File: config.mk
export PLATFORM = sky130hd
export DESIGN_NAME = sensor_monitor_moving_average
export DESIGN_NICKNAME = d
export VERILOG_FILES = /design/src/design/smma_pkg.sv /design/src/design/sensor_monitor_moving_average.sv /design/src/design/smma_cfg.sv /design/src/design/smma_core.sv /design/src/design/smma_scale.sv
export VERILOG_INCLUDE_DIRS = /design/src /design/src/design
export SDC_FILE = /design/constraint.sdc
export NUM_CORES = 2
export LEC_CHECK = 0
export BUFFER_PORTS_ARGS = -buffer_cell sky130_fd_sc_hd__buf_4
export CELL_PAD_IN_SITES_DETAIL_PLACEMENT = 0
export CELL_PAD_IN_SITES_GLOBAL_PLACEMENT = 1
export CORE_UTILIZATION = 50
export DETAILED_ROUTE_END_ITERATION = 16
export PLACE_DENSITY_LB_ADDON = 0.1
export SLEW_MARGIN = 10
export SYNTH_ARGS = -nofsm -noshare
export SYNTH_HDL_FRONTEND = slang
export SYNTH_SLANG_ARGS = --single-unit
File: constraint.sdc
create_clock -name clk -period 8.2 [get_ports clk]
set_input_delay 0.82 -clock clk [delete_from_list [all_inputs] [get_ports clk]]
set_output_delay 0.82 -clock clk [all_outputs]
set_load 0.02 [all_outputs]
File: src/design/sensor_monitor_moving_average_defines.svh
// ----------------------------------------------------------------------------
// sensor_monitor_moving_average_defines.svh
// Assertion macros shared by the sensor supervisor RTL.
// ----------------------------------------------------------------------------
`ifndef SENSOR_MONITOR_MOVING_AVERAGE_DEFINES_SVH
`define SENSOR_MONITOR_MOVING_AVERAGE_DEFINES_SVH

// Plain implication, sampled on clk, off while arst_n is low.
`define SMMA_ASSERT_IMPLY(label, ante, cons, msg) \
	label: assert property (@(posedge clk) disable iff (!arst_n) (ante) |-> (cons)) \
		else $error(msg);

// Check on every cycle a result is presented.
`define SMMA_ASSERT_RESULT(label, cons, msg) \
	label: assert property (@(posedge clk) disable iff (!arst_n) result_valid |-> (cons)) \
		else $error(msg);

`endif

File: src/design/smma_pkg.sv
// ----------------------------------------------------------------------------
// smma_pkg
// Shared constants, codes and types of the sensor supervisor.
// ----------------------------------------------------------------------------
package smma_pkg;

	localparam int WINDOW      = 150;
	localparam int SAMPLE_BITS = 12;

	localparam int FULL_SCALE = (1 << SAMPLE_BITS) - 1;
	localparam int MV_SPAN    = 3300;
	localparam int MV_BITS    = 12;
	localparam int SPAN_W     = $clog2(MV_SPAN + 1);

	localparam int THRESH_W = 12;
	localparam int DWELL_W  = 16;
	localparam int TIME_W   = 32;
	localparam int CMP_W    = (SAMPLE_BITS > THRESH_W) ? SAMPLE_BITS : THRESH_W;

	localparam int PTR_W = (WINDOW > 1) ? $clog2(WINDOW) : 1;
	localparam int SUM_W = $clog2(WINDOW * FULL_SCALE + 1);

	// floor(x / d) = (x * M) >> S for every x below 2^N,
	// with S = N + ceil(log2 d) and M = ceil(2^S / d).
	localparam int              AVG_L   = $clog2(WINDOW);
	localparam int              AVG_S   = SUM_W + AVG_L;
	localparam longint unsigned AVG_M   = ((64'd1 << AVG_S) + WINDOW - 1) / WINDOW;
	localparam int              AVG_M_W = SUM_W + 1;
	localparam int              AVG_P_W = SUM_W + AVG_M_W;

	localparam int              PROD_W = SAMPLE_BITS + SPAN_W;
	localparam int              FS_L   = $clog2(FULL_SCALE);
	localparam int              FS_S   = PROD_W + FS_L;
	localparam longint unsigned FS_M   = ((64'd1 << FS_S) + FULL_SCALE - 1) / FULL_SCALE;
	localparam int              FS_M_W = PROD_W + 1;
	localparam int              FS_P_W = PROD_W + FS_M_W;

	// APB register map
	localparam int DATA_W = 32;
	localparam int ADDR_W = 4;

	typedef enum logic [1:0] {
		REG_WARN   = 2'd0,
		REG_ERROR  = 2'd1,
		REG_DWELL  = 2'd2,
		REG_REPORT = 2'd3
	} reg_idx_t;

	localparam logic [THRESH_W-1:0] WARN_RESET  = THRESH_W'(2000);
	localparam logic [THRESH_W-1:0] ERROR_RESET = THRESH_W'(3000);
	localparam logic [DWELL_W-1:0]  DWELL_RESET = DWELL_W'(5000);

	typedef enum logic [2:0] {
		ST_WAIT   = 3'd0,
		ST_LISTEN = 3'd1,
		ST_PAUSE  = 3'd2,
		ST_WARN   = 3'd3,
		ST_ERROR  = 3'd4
	} ctrl_state_t;

	typedef struct packed {
		logic [THRESH_W-1:0] warn_threshold;
		logic [THRESH_W-1:0] error_threshold;
		logic [DWELL_W-1:0]  dwell_ms;
		logic                report_select;
	} cfg_t;

	// committed step, handed to the millivolt pipeline
	typedef struct packed {
		ctrl_state_t            state;
		logic                   taken;
		logic [SAMPLE_BITS-1:0] raw;
		logic [SUM_W-1:0]       sum;
	} commit_t;

endpackage

File: src/design/sensor_monitor_moving_average.sv
// ----------------------------------------------------------------------------
// sensor_monitor_moving_average
// Sensor supervisor: control state machine, boxcar average over a sample
// ring, warning dwell timer and millivolt reporting.
// ----------------------------------------------------------------------------
// Takes one item (sample or button press) per clock while the output is
// not stalled and returns one result per item. Rate is set by the ring
// memory's read-modify-write: the entry under the pointer is read at
// transfer and rewritten when the step commits; a read of the entry being
// written in that cycle is forwarded. After the commit, three pipelined
// stages form the average and the millivolt values by constant
// multiplies. Per-entry valid bits give
// the zeroed ring after reset and after a press in error, with no clearing
// pass. Configuration goes through the APB port at byte addresses 0, 4, 8
// and 12 and should be written only while no item is in flight.
// ----------------------------------------------------------------------------
module sensor_monitor_moving_average (
	input  logic                              clk,
	input  logic                              arst_n,

	input  logic                              psel,
	input  logic                              penable,
	input  logic                              pwrite,
	input  logic [smma_pkg::ADDR_W-1:0]       paddr,
	input  logic [smma_pkg::DATA_W-1:0]       pwdata,
	output logic [smma_pkg::DATA_W-1:0]       prdata,
	output logic                              pready,

	input  logic                              item_valid,
	output logic                              item_stall,
	input  logic                              mode,
	input  logic [smma_pkg::SAMPLE_BITS-1:0]  sample,
	input  logic [smma_pkg::TIME_W-1:0]       now_ms,

	output logic                              result_valid,
	input  logic                              result_stall,
	output logic [2:0]                        ctrl_state,
	output logic                              sample_taken,
	output logic [smma_pkg::MV_BITS-1:0]      raw_mv,
	output logic [smma_pkg::MV_BITS-1:0]      average_mv,
	output logic [smma_pkg::MV_BITS-1:0]      report_mv
);

	smma_pkg::cfg_t    cfg;
	smma_pkg::commit_t res;
	logic              res_valid;
	logic              advance;

	smma_cfg u_cfg (
		.clk     (clk),
		.arst_n  (arst_n),
		.psel    (psel),
		.penable (penable),
		.pwrite  (pwrite),
		.paddr   (paddr),
		.pwdata  (pwdata),
		.prdata  (prdata),
		.pready  (pready),
		.cfg     (cfg)
	);

	smma_core u_core (
		.clk        (clk),
		.arst_n     (arst_n),
		.advance    (advance),
		.item_valid (item_valid),
		.item_stall (item_stall),
		.mode       (mode),
		.sample     (sample),
		.now_ms     (now_ms),
		.cfg        (cfg),
		.res_valid  (res_valid),
		.res        (res)
	);

	smma_scale u_scale (
		.clk           (clk),
		.arst_n        (arst_n),
		.res_valid     (res_valid),
		.res           (res),
		.report_select (cfg.report_select),
		.advance       (advance),
		.result_valid  (result_valid),
		.result_stall  (result_stall),
		.ctrl_state    (ctrl_state),
		.sample_taken  (sample_taken),
		.raw_mv        (raw_mv),
		.average_mv    (average_mv),
		.report_mv     (report_mv)
	);

`include "sensor_monitor_moving_average_defines.svh"

	`SMMA_ASSERT_RESULT(a_idle_mv_zero, sample_taken || (raw_mv == '0 && average_mv == '0 && report_mv == '0), "mV fields nonzero without a sample")
	`SMMA_ASSERT_RESULT(a_mv_range, raw_mv <= smma_pkg::MV_SPAN && average_mv <= smma_pkg::MV_SPAN, "mV value above full span")
	`SMMA_ASSERT_IMPLY(a_taken_state, result_valid && sample_taken, ctrl_state == smma_pkg::ST_LISTEN || ctrl_state == smma_pkg::ST_WARN || ctrl_state == smma_pkg::ST_ERROR, "sample taken outside listening")

endmodule

File: src/design/smma_cfg.sv
// ----------------------------------------------------------------------------
// smma_cfg
// APB register file: thresholds, dwell time and report source.
// ----------------------------------------------------------------------------
module smma_cfg (
	input  logic                          clk,
	input  logic                          arst_n,
	input  logic                          psel,
	input  logic                          penable,
	input  logic                          pwrite,
	input  logic [smma_pkg::ADDR_W-1:0]   paddr,
	input  logic [smma_pkg::DATA_W-1:0]   pwdata,
	output logic [smma_pkg::DATA_W-1:0]   prdata,
	output logic                          pready,
	output smma_pkg::cfg_t                cfg
);

	smma_pkg::cfg_t   cfg_q;
	smma_pkg::reg_idx_t idx;
	logic             wr_en;

	assign pready = 1'b1;
	assign idx    = smma_pkg::reg_idx_t'(paddr[3:2]);
	assign wr_en  = psel && penable && pwrite && pready;
	assign cfg    = cfg_q;

	always_ff @(posedge clk or negedge arst_n) begin
		if (!arst_n) begin
			cfg_q.warn_threshold  <= smma_pkg::WARN_RESET;
			cfg_q.error_threshold <= smma_pkg::ERROR_RESET;
			cfg_q.dwell_ms        <= smma_pkg::DWELL_RESET;
			cfg_q.report_select   <= 1'b0;
		end else if (wr_en) begin
			unique case (idx)
				smma_pkg::REG_WARN:   cfg_q.warn_threshold  <= pwdata[smma_pkg::THRESH_W-1:0];
				smma_pkg::REG_ERROR:  cfg_q.error_threshold <= pwdata[smma_pkg::THRESH_W-1:0];
				smma_pkg::REG_DWELL:  cfg_q.dwell_ms        <= pwdata[smma_pkg::DWELL_W-1:0];
				smma_pkg::REG_REPORT: cfg_q.report_select   <= pwdata[0];
				default: ;
			endcase
		end
	end

	always_comb begin
		prdata = '0;
		unique case (idx)
			smma_pkg::REG_WARN:   prdata[smma_pkg::THRESH_W-1:0] = cfg_q.warn_threshold;
			smma_pkg::REG_ERROR:  prdata[smma_pkg::THRESH_W-1:0] = cfg_q.error_threshold;
			smma_pkg::REG_DWELL:  prdata[smma_pkg::DWELL_W-1:0]  = cfg_q.dwell_ms;
			smma_pkg::REG_REPORT: prdata[0]                      = cfg_q.report_select;
			default: ;
		endcase
	end

endmodule

File: src/design/smma_core.sv
// ----------------------------------------------------------------------------
// smma_core
// Ring memory, running sum and control state machine. The ring entry is
// read at transfer and rewritten when the step commits.
// ----------------------------------------------------------------------------
module smma_core (
	input  logic                               clk,
	input  logic                               arst_n,
	input  logic                               advance,
	input  logic                               item_valid,
	output logic                               item_stall,
	input  logic                               mode,
	input  logic [smma_pkg::SAMPLE_BITS-1:0]   sample,
	input  logic [smma_pkg::TIME_W-1:0]        now_ms,
	input  smma_pkg::cfg_t                     cfg,
	output logic                               res_valid,
	output smma_pkg::commit_t                  res
);

	localparam int B = smma_pkg::SAMPLE_BITS;
	localparam int P = smma_pkg::PTR_W;
	localparam int S = smma_pkg::SUM_W;
	localparam int T = smma_pkg::TIME_W;
	localparam int C = smma_pkg::CMP_W;

	// ring storage, no reset; per-entry valid bits stand in for the zero fill
	logic [B-1:0]               ring_mem [smma_pkg::WINDOW];
	logic [B-1:0]               rd_data_q;
	logic [smma_pkg::WINDOW-1:0] valid_q;

	// architectural state
	smma_pkg::ctrl_state_t state_q;
	logic [P-1:0]          ptr_q;
	logic [S-1:0]          sum_q;
	logic                  armed_q;
	logic [T-1:0]          start_q;

	// stage 1: item waiting for its ring read
	logic         valid_s1;
	logic         mode_s1;
	logic [B-1:0] sample_s1;
	logic [T-1:0] now_s1;
	logic         fwd_s1;
	logic [B-1:0] fwd_data_s1;

	// stage 2: committed result
	logic              valid_s2;
	smma_pkg::commit_t res_s2;

	logic                  accept, commit;
	logic [P-1:0]          rd_addr;
	logic [B-1:0]          old_val;
	logic [S-1:0]          sum_new;
	logic [T-1:0]          elapsed;
	logic                  dwell_hit, over_err, over_warn;
	logic                  clear, wr_en, taken;
	smma_pkg::ctrl_state_t state_d;
	logic [P-1:0]          ptr_d;
	logic [S-1:0]          sum_d;
	logic                  armed_d;
	logic [T-1:0]          start_d;
	smma_pkg::commit_t     res_d;

	assign accept     = item_valid && advance;
	assign commit     = valid_s1 && advance;
	assign item_stall = !advance;

	always_comb begin
		old_val   = fwd_s1 ? fwd_data_s1 : (valid_q[ptr_q] ? rd_data_q : '0);
		sum_new   = sum_q - S'(old_val) + S'(sample_s1);
		elapsed   = now_s1 - start_q;
		dwell_hit = elapsed >= T'(cfg.dwell_ms);
		over_err  = C'(sample_s1) > C'(cfg.error_threshold);
		over_warn = C'(sample_s1) > C'(cfg.warn_threshold);

		state_d = state_q;
		ptr_d   = ptr_q;
		sum_d   = sum_q;
		armed_d = armed_q;
		start_d = start_q;
		clear   = 1'b0;
		wr_en   = 1'b0;
		taken   = 1'b0;

		if (mode_s1) begin
			unique case (state_q)
				smma_pkg::ST_WAIT:   state_d = smma_pkg::ST_LISTEN;
				smma_pkg::ST_LISTEN: state_d = smma_pkg::ST_PAUSE;
				smma_pkg::ST_PAUSE:  state_d = smma_pkg::ST_LISTEN;
				smma_pkg::ST_WARN:   state_d = smma_pkg::ST_WAIT;
				default: begin
					// press in error: back to reset values
					clear   = 1'b1;
					state_d = smma_pkg::ST_WAIT;
					ptr_d   = '0;
					sum_d   = '0;
					armed_d = 1'b0;
					start_d = '0;
				end
			endcase
		end else if (state_q == smma_pkg::ST_LISTEN) begin
			taken = 1'b1;
			wr_en = 1'b1;
			sum_d = sum_new;
			ptr_d = (ptr_q == P'(smma_pkg::WINDOW - 1)) ? '0 : ptr_q + P'(1);
			priority if (over_err) begin
				state_d = smma_pkg::ST_ERROR;
			end else if (over_warn) begin
				if (!armed_q) begin
					armed_d = 1'b1;
					start_d = now_s1;
				end else if (dwell_hit) begin
					armed_d = 1'b0;
					state_d = smma_pkg::ST_WARN;
				end
			end else begin
				armed_d = 1'b0;
			end
		end

		res_d.state = state_d;
		res_d.taken = taken;
		res_d.raw   = taken ? sample_s1 : '0;
		res_d.sum   = taken ? sum_new : '0;
	end

	// a transfer in the commit cycle reads where the pointer is heading
	assign rd_addr = commit ? ptr_d : ptr_q;

	always_ff @(posedge clk) begin
		if (commit && wr_en) begin
			ring_mem[ptr_q] <= sample_s1;
		end
		if (accept) begin
			rd_data_q <= ring_mem[rd_addr];
		end
	end

	always_ff @(posedge clk or negedge arst_n) begin
		if (!arst_n) begin
			valid_q  <= '0;
			state_q  <= smma_pkg::ST_WAIT;
			ptr_q    <= '0;
			sum_q    <= '0;
			armed_q  <= 1'b0;
			start_q  <= '0;
			valid_s1 <= 1'b0;
			fwd_s1   <= 1'b0;
			valid_s2 <= 1'b0;
		end else begin
			if (commit) begin
				state_q <= state_d;
				ptr_q   <= ptr_d;
				sum_q   <= sum_d;
				armed_q <= armed_d;
				start_q <= start_d;
				if (clear) begin
					valid_q <= '0;
				end else if (wr_en) begin
					valid_q[ptr_q] <= 1'b1;
				end
			end
			if (advance) begin
				valid_s1 <= item_valid;
				valid_s2 <= valid_s1;
				// same entry written while it is read: take the new value
				fwd_s1   <= accept && commit && wr_en && (rd_addr == ptr_q);
			end
		end
	end

	always_ff @(posedge clk) begin
		if (accept) begin
			mode_s1     <= mode;
			sample_s1   <= sample;
			now_s1      <= now_ms;
			fwd_data_s1 <= sample_s1;
		end
		if (commit) begin
			res_s2 <= res_d;
		end
	end

	assign res_valid = valid_s2;
	assign res       = res_s2;

endmodule

File: src/design/smma_scale.sv
// ----------------------------------------------------------------------------
// smma_scale
// Boxcar average and millivolt conversion pipeline with the result register.
// ----------------------------------------------------------------------------
module smma_scale (
	input  logic                              clk,
	input  logic                              arst_n,
	input  logic                              res_valid,
	input  smma_pkg::commit_t                 res,
	input  logic                              report_select,
	output logic                              advance,
	output logic                              result_valid,
	input  logic                              result_stall,
	output logic [2:0]                        ctrl_state,
	output logic                              sample_taken,
	output logic [smma_pkg::MV_BITS-1:0]      raw_mv,
	output logic [smma_pkg::MV_BITS-1:0]      average_mv,
	output logic [smma_pkg::MV_BITS-1:0]      report_mv
);

	localparam int B   = smma_pkg::SAMPLE_BITS;
	localparam int PW  = smma_pkg::PROD_W;
	localparam int APW = smma_pkg::AVG_P_W;
	localparam int FPW = smma_pkg::FS_P_W;
	localparam int MVB = smma_pkg::MV_BITS;

	logic [APW-1:0] avg_full;
	logic [FPW-1:0] raw_full, avg_mv_full;

	// stage 3: average, raw product
	logic                  valid_s3, taken_s3;
	smma_pkg::ctrl_state_t state_s3;
	logic [B-1:0]          avg_s3;
	logic [PW-1:0]         raw_prod_s3;

	// stage 4: average product, raw millivolts
	logic                  valid_s4, taken_s4;
	smma_pkg::ctrl_state_t state_s4;
	logic [PW-1:0]         avg_prod_s4;
	logic [MVB-1:0]        raw_mv_s4;

	// result register
	logic                  out_valid_q, taken_q;
	smma_pkg::ctrl_state_t state_q;
	logic [MVB-1:0]        raw_mv_q, avg_mv_q;

	assign advance = !(out_valid_q && result_stall);

	assign avg_full    = APW'(res.sum) * APW'(smma_pkg::AVG_M);
	assign raw_full    = FPW'(raw_prod_s3) * FPW'(smma_pkg::FS_M);
	assign avg_mv_full = FPW'(avg_prod_s4) * FPW'(smma_pkg::FS_M);

	always_ff @(posedge clk or negedge arst_n) begin
		if (!arst_n) begin
			valid_s3    <= 1'b0;
			valid_s4    <= 1'b0;
			out_valid_q <= 1'b0;
		end else if (advance) begin
			valid_s3    <= res_valid;
			valid_s4    <= valid_s3;
			out_valid_q <= valid_s4;
		end
	end

	always_ff @(posedge clk) begin
		if (advance) begin
			state_s3    <= res.state;
			taken_s3    <= res.taken;
			avg_s3      <= B'(avg_full >> smma_pkg::AVG_S);
			raw_prod_s3 <= PW'(res.raw) * PW'(smma_pkg::MV_SPAN);

			state_s4    <= state_s3;
			taken_s4    <= taken_s3;
			avg_prod_s4 <= PW'(avg_s3) * PW'(smma_pkg::MV_SPAN);
			raw_mv_s4   <= MVB'(raw_full >> smma_pkg::FS_S);

			state_q  <= state_s4;
			taken_q  <= taken_s4;
			raw_mv_q <= raw_mv_s4;
			avg_mv_q <= MVB'(avg_mv_full >> smma_pkg::FS_S);
		end
	end

	assign result_valid = out_valid_q;
	assign ctrl_state   = state_q;
	assign sample_taken = taken_q;
	assign raw_mv       = raw_mv_q;
	assign average_mv   = avg_mv_q;
	assign report_mv    = report_select ? avg_mv_q : raw_mv_q;

endmodule

==> reports/qor_table.md <==
| Parameter | This run |
|:---|:---|
| Result of the run | finished, violations left |
| Failing checks | DRC |
| Vias in the first global route | 67400 |
| R2r endpoint | u_scale.avg_s3[11]$_DFFE_PN_ |
| Number of synthesis warnings | 0 |
| Fin nets | 9844 |
| Clock tree from TritonCTS | built |
| Unrepaired setup endpoints after global routing | no |
| Summed instance area of the synthesized netlist | 0.107 mm² |
| Wire length of the first global-routing pass | 437000 µm |
| Fraction of layout instances using a drive strength above 1 | 10.2% |
| Max Cap Violations | 0 |
| Total count of max-transition violations in the final report | 0 |
| Clock Skews | 0.0796 ns |
| Synthesis-stage register bit count | 2270 |
| Buffers inserted during post-CTS setup optimization | 0 |
| Reg2reg path depth | 22 |
| Largest area contributor in the netlist | sky130_fd_sc_hd__edfxtp_1 |
| Residual DRC | 60 |
| Detail Route Antenna Nets | 0 |
| Violation count after the first detailed-route iteration | 6807 |
| Placeable core region | 0.212 mm² |
| Kind of capture point of the worst setup path | register |
| H-tree depth | 4 |
| Slew at the pin closest to its max-slew limit | 1.26 ns |
| CTS hold repair buffers | 0 |
| GR met3 Demand/Resource | 3.83% |
| Sequential area share after synthesis | 62.7% |
| Wire length after detailed routing | 292000 µm |
| Height of the chip | 464 µm |
| Maximum buffer depth of the clock tree | 3 |
| Total Neg Setup Slack | 0 ns |
| Distinct cell type count of the synthesized netlist | 89 |
| Number of top-level pins | 163 |
| Number of instances in the synthesized netlist | 8806 |
| Count of flip-flops with a built-in enable after synthesis | 2009 |
| Hold Vio Cnt, Final | 0 |
| Pre-antenna DRT Iters | 12 |
| Origin of the critical flop-to-flop path | u_core.res[11]$_SDFFCE_PN0P_ |
| Largest net degree at the start of global routing | 156 |
| Antenna violations before repair | 5 |
| Total clock buffers created by CTS | 233 |
| Time the final worst path needs with I/O delays and setup | 7.24 ns |
| DPL Wire Length | 183000 µm |
| M2 GR Usage | 43.9% |
| Final cycle utilization of the critical path | 88.3% |
| Total setup violations reported at the end of the flow | 0 |
| Routed vias | 68900 |
| RD Place Congestion | 0.872 |
| Via density per instance | 5.73 |
| FFs w/ async S/R, synth | 11.5% |
| Number of gates resized after cts | 0 |
| Critical path launch point type | register |
| Routed WL per cell | 24.3 µm |
| Die Area | 0.215 mm² |
| Most common cell after layout, fill and taps aside | sky130_fd_sc_hd__edfxtp_1 |
| CTS Root Buffer Type | sky130_fd_sc_hd__clkbuf_16 |
| Min-delay worst type | input port to asynchronous set/reset pin |
| Critical path class | register to register |
| Source-to-sink clock delay at the later pin of the worst-skew pair | 0.90 ns |
| Initial standard-cell utilization of the core | 50.3% |
| Share of Yosys cell area claimed by the top area cell type | 56.5% |
| Number of buffers added on ports | 127 |
| Met1 Usage GRT | 37.8% |
| Maximum frequency from static timing analysis | 0.138 GHz |
| Post-Syn Area per Cell | 12.1 µm² |
| Most used flip-flop cell after synthesis | sky130_fd_sc_hd__edfxtp_1 |
| Slew HR | 15.7% |
| Clock Pin Slew Worst Setup and Hold Paths | 0.06 ns |
| Clk sink count | 2270 |
| Worst EP required | 8.76 ns |
| Grt ovf | 0 |
| Most used routing layer | met2 |
| Die X | 464 µm |
| GRT Resource Usage Total | 27.0% |
| Placement row count | 169 |
| Arrival time worst endpoint | 7.80 ns |
| Top cells by area in the synthesized netlist | sky130_fd_sc_hd__edfxtp_1, sky130_fd_sc_hd__nand2_1, sky130_fd_sc_hd__ha_1, sky130_fd_sc_hd__dfrtp_1, sky130_fd_sc_hd__fa_1 |
| Leading cell types in the layout, fill and taps excluded | sky130_fd_sc_hd__edfxtp_1, sky130_fd_sc_hd__nand2_1, sky130_fd_sc_hd__nand3_1 |
| Setup slack of the worst register-to-register path | 0.96 ns |
| Highest net fanout along the worst path | 5 |
| Relative area change from synthesis to final layout | 11.9% |
## worst max-delay path: stages (launching register included)
cell                        delay, ns
sky130_fd_sc_hd__edfxtp_1        0.51
sky130_fd_sc_hd__inv_1           0.25
sky130_fd_sc_hd__fa_1            0.48
sky130_fd_sc_hd__fa_1            0.53
sky130_fd_sc_hd__inv_1           0.06
sky130_fd_sc_hd__fa_1            0.52
sky130_fd_sc_hd__fa_1            0.44
sky130_fd_sc_hd__fa_1            0.50
sky130_fd_sc_hd__ha_1            0.29
sky130_fd_sc_hd__inv_1           0.05
sky130_fd_sc_hd__fa_1            0.49
sky130_fd_sc_hd__inv_1           0.04
sky130_fd_sc_hd__ha_1            0.32
sky130_fd_sc_hd__a21o_1          0.19
sky130_fd_sc_hd__a21o_1          0.19
sky130_fd_sc_hd__nor3_1          0.13
sky130_fd_sc_hd__a21oi_1         0.11
sky130_fd_sc_hd__a21oi_1         0.36
sky130_fd_sc_hd__o21ai_0         0.27
sky130_fd_sc_hd__o41ai_1         0.55
sky130_fd_sc_hd__nor2_1          0.11
sky130_fd_sc_hd__a2111oi_0       0.50
sky130_fd_sc_hd__xnor2_1         0.11
## worst max path at each step
stage / from / cells past startpoint / end
final: u_core.res[11]$_SDFFCE_PN0P_ / 22 / u_scale.avg_s3[11]$_DFFE_PN_
after global routing: u_core.res[7]$_SDFFCE_PN0P_ / 22 / u_scale.avg_s3[11]$_DFFE_PN_
after CTS: u_core.res[8]$_SDFFCE_PN0P_ / 22 / u_scale.avg_s3[11]$_DFFE_PN_
after detailed placement: u_core.res[11]$_SDFFCE_PN0P_ / 22 / u_scale.avg_s3[11]$_DFFE_PN_
after global placement: u_core.res[11]$_SDFFCE_PN0P_ / 22 / u_scale.avg_s3[11]$_DFFE_PN_
after floorplan: u_core.res[17]$_SDFFCE_PN0P_ / 22 / u_scale.avg_s3[11]$_DFFE_PN_
## layout make-up
type | instances | area (µm²)
antenna | 3 | 7.51
clock buffer | 305 | 6270
clock inverter | 139 | 1340
fill | 17500 | 92700
inverter | 471 | 1790
multi-input combinational | 5622 | 36200
sequential | 2270 | 66900
tap | 2821 | 3530
timing repair buffer | 393 | 3280
## cell usage after synthesis (all sizes together), types with 44 or more instances
library cell	instances
nor2	419
and3	190
mux4	49
nor3	59
dfrtp	243
buf	272
nand2	1962
edfxtp	2009
o21a	92
a21oi	347
nor4	66
a21o	56
nand2b	44
mux2i	48
a31oi	95
ha	566
o21ai	163
xnor2	81
fa	199
clkbuf	186
nand3	744
inv	470
## cell families (layout without fill, tap and decap cells)
kind of cell	count (synthesis)	count (layout)	share of synthesized area, %
xor gates and xnor gates	114	114	0.936
and+or+nand+nor	3599	3599	14.6
buffers and inverters	929	1308	3.62
adders and majority gates	765	765	10.4
muxes	135	135	1.89
AOI/OAI and AO/OA	992	992	5.87
DFF	2270	2270	62.7
other	2	20	0.00704
## metrics by stage
step / std cells / setup WS (ns) / cell area (µm²) / utilization, % / hold slack (ns)
3_3_place_gp: 11600 / 0.918 / 112000 / 52.7 / 0.403
4_1_cts: 12000 / 0.902 / 119000 / 56.3 / 0.00611
3_5_place_dp: 11600 / 0.919 / 112000 / 52.7 / 0.405
5_1_grt: 12000 / 0.442 / 119000 / 56.3 / 0.0536
2_1_floorplan: 8821 / 1.62 / 107000 / - / 0.400
6_report: 12000 / 0.961 / 119000 / 56.3 / 0.0193
## routing by layer
metal | wire length (µm) | share of wire [%]
met2 | 139000 | 48
met3 | 18100 | 6.2
met1 | 126000 | 43
met5 | 11 | 0.0038
met4 | 9130 | 3.1
## flip-flops by register name, summed over array words and instances (netlist names), 3 cells and up
| register | flops |
|---|---|
| u_scale.average_mv | 12 |
| u_core.start_q | 32 |
| u_scale.raw_mv | 12 |
| u_core.valid_q | 150 |
| u_core.ptr_q | 8 |
| u_core.res | 36 |
| u_core.ring_mem | 1800 |
| u_core.state_q | 3 |
| u_scale.ctrl_state | 3 |
| u_scale.raw_mv_s4 | 12 |
| u_core.now_s1 | 32 |
| u_core.fwd_data_s1 | 12 |
| u_cfg.cfg | 41 |
| u_scale.raw_prod_s3 | 22 |
| u_core.rd_data_q | 12 |
| u_scale.state_s3 | 3 |
| u_scale.state_s4 | 3 |
| u_core.sum_q | 20 |
| u_scale.avg_s3 | 12 |
| u_scale.avg_prod_s4 | 22 |
| u_core.sample_s1 | 12 |
Power is left out: the tool's default activity adds up to more than one toggle a clock period on the data nets, which glitch-free logic cannot reach.
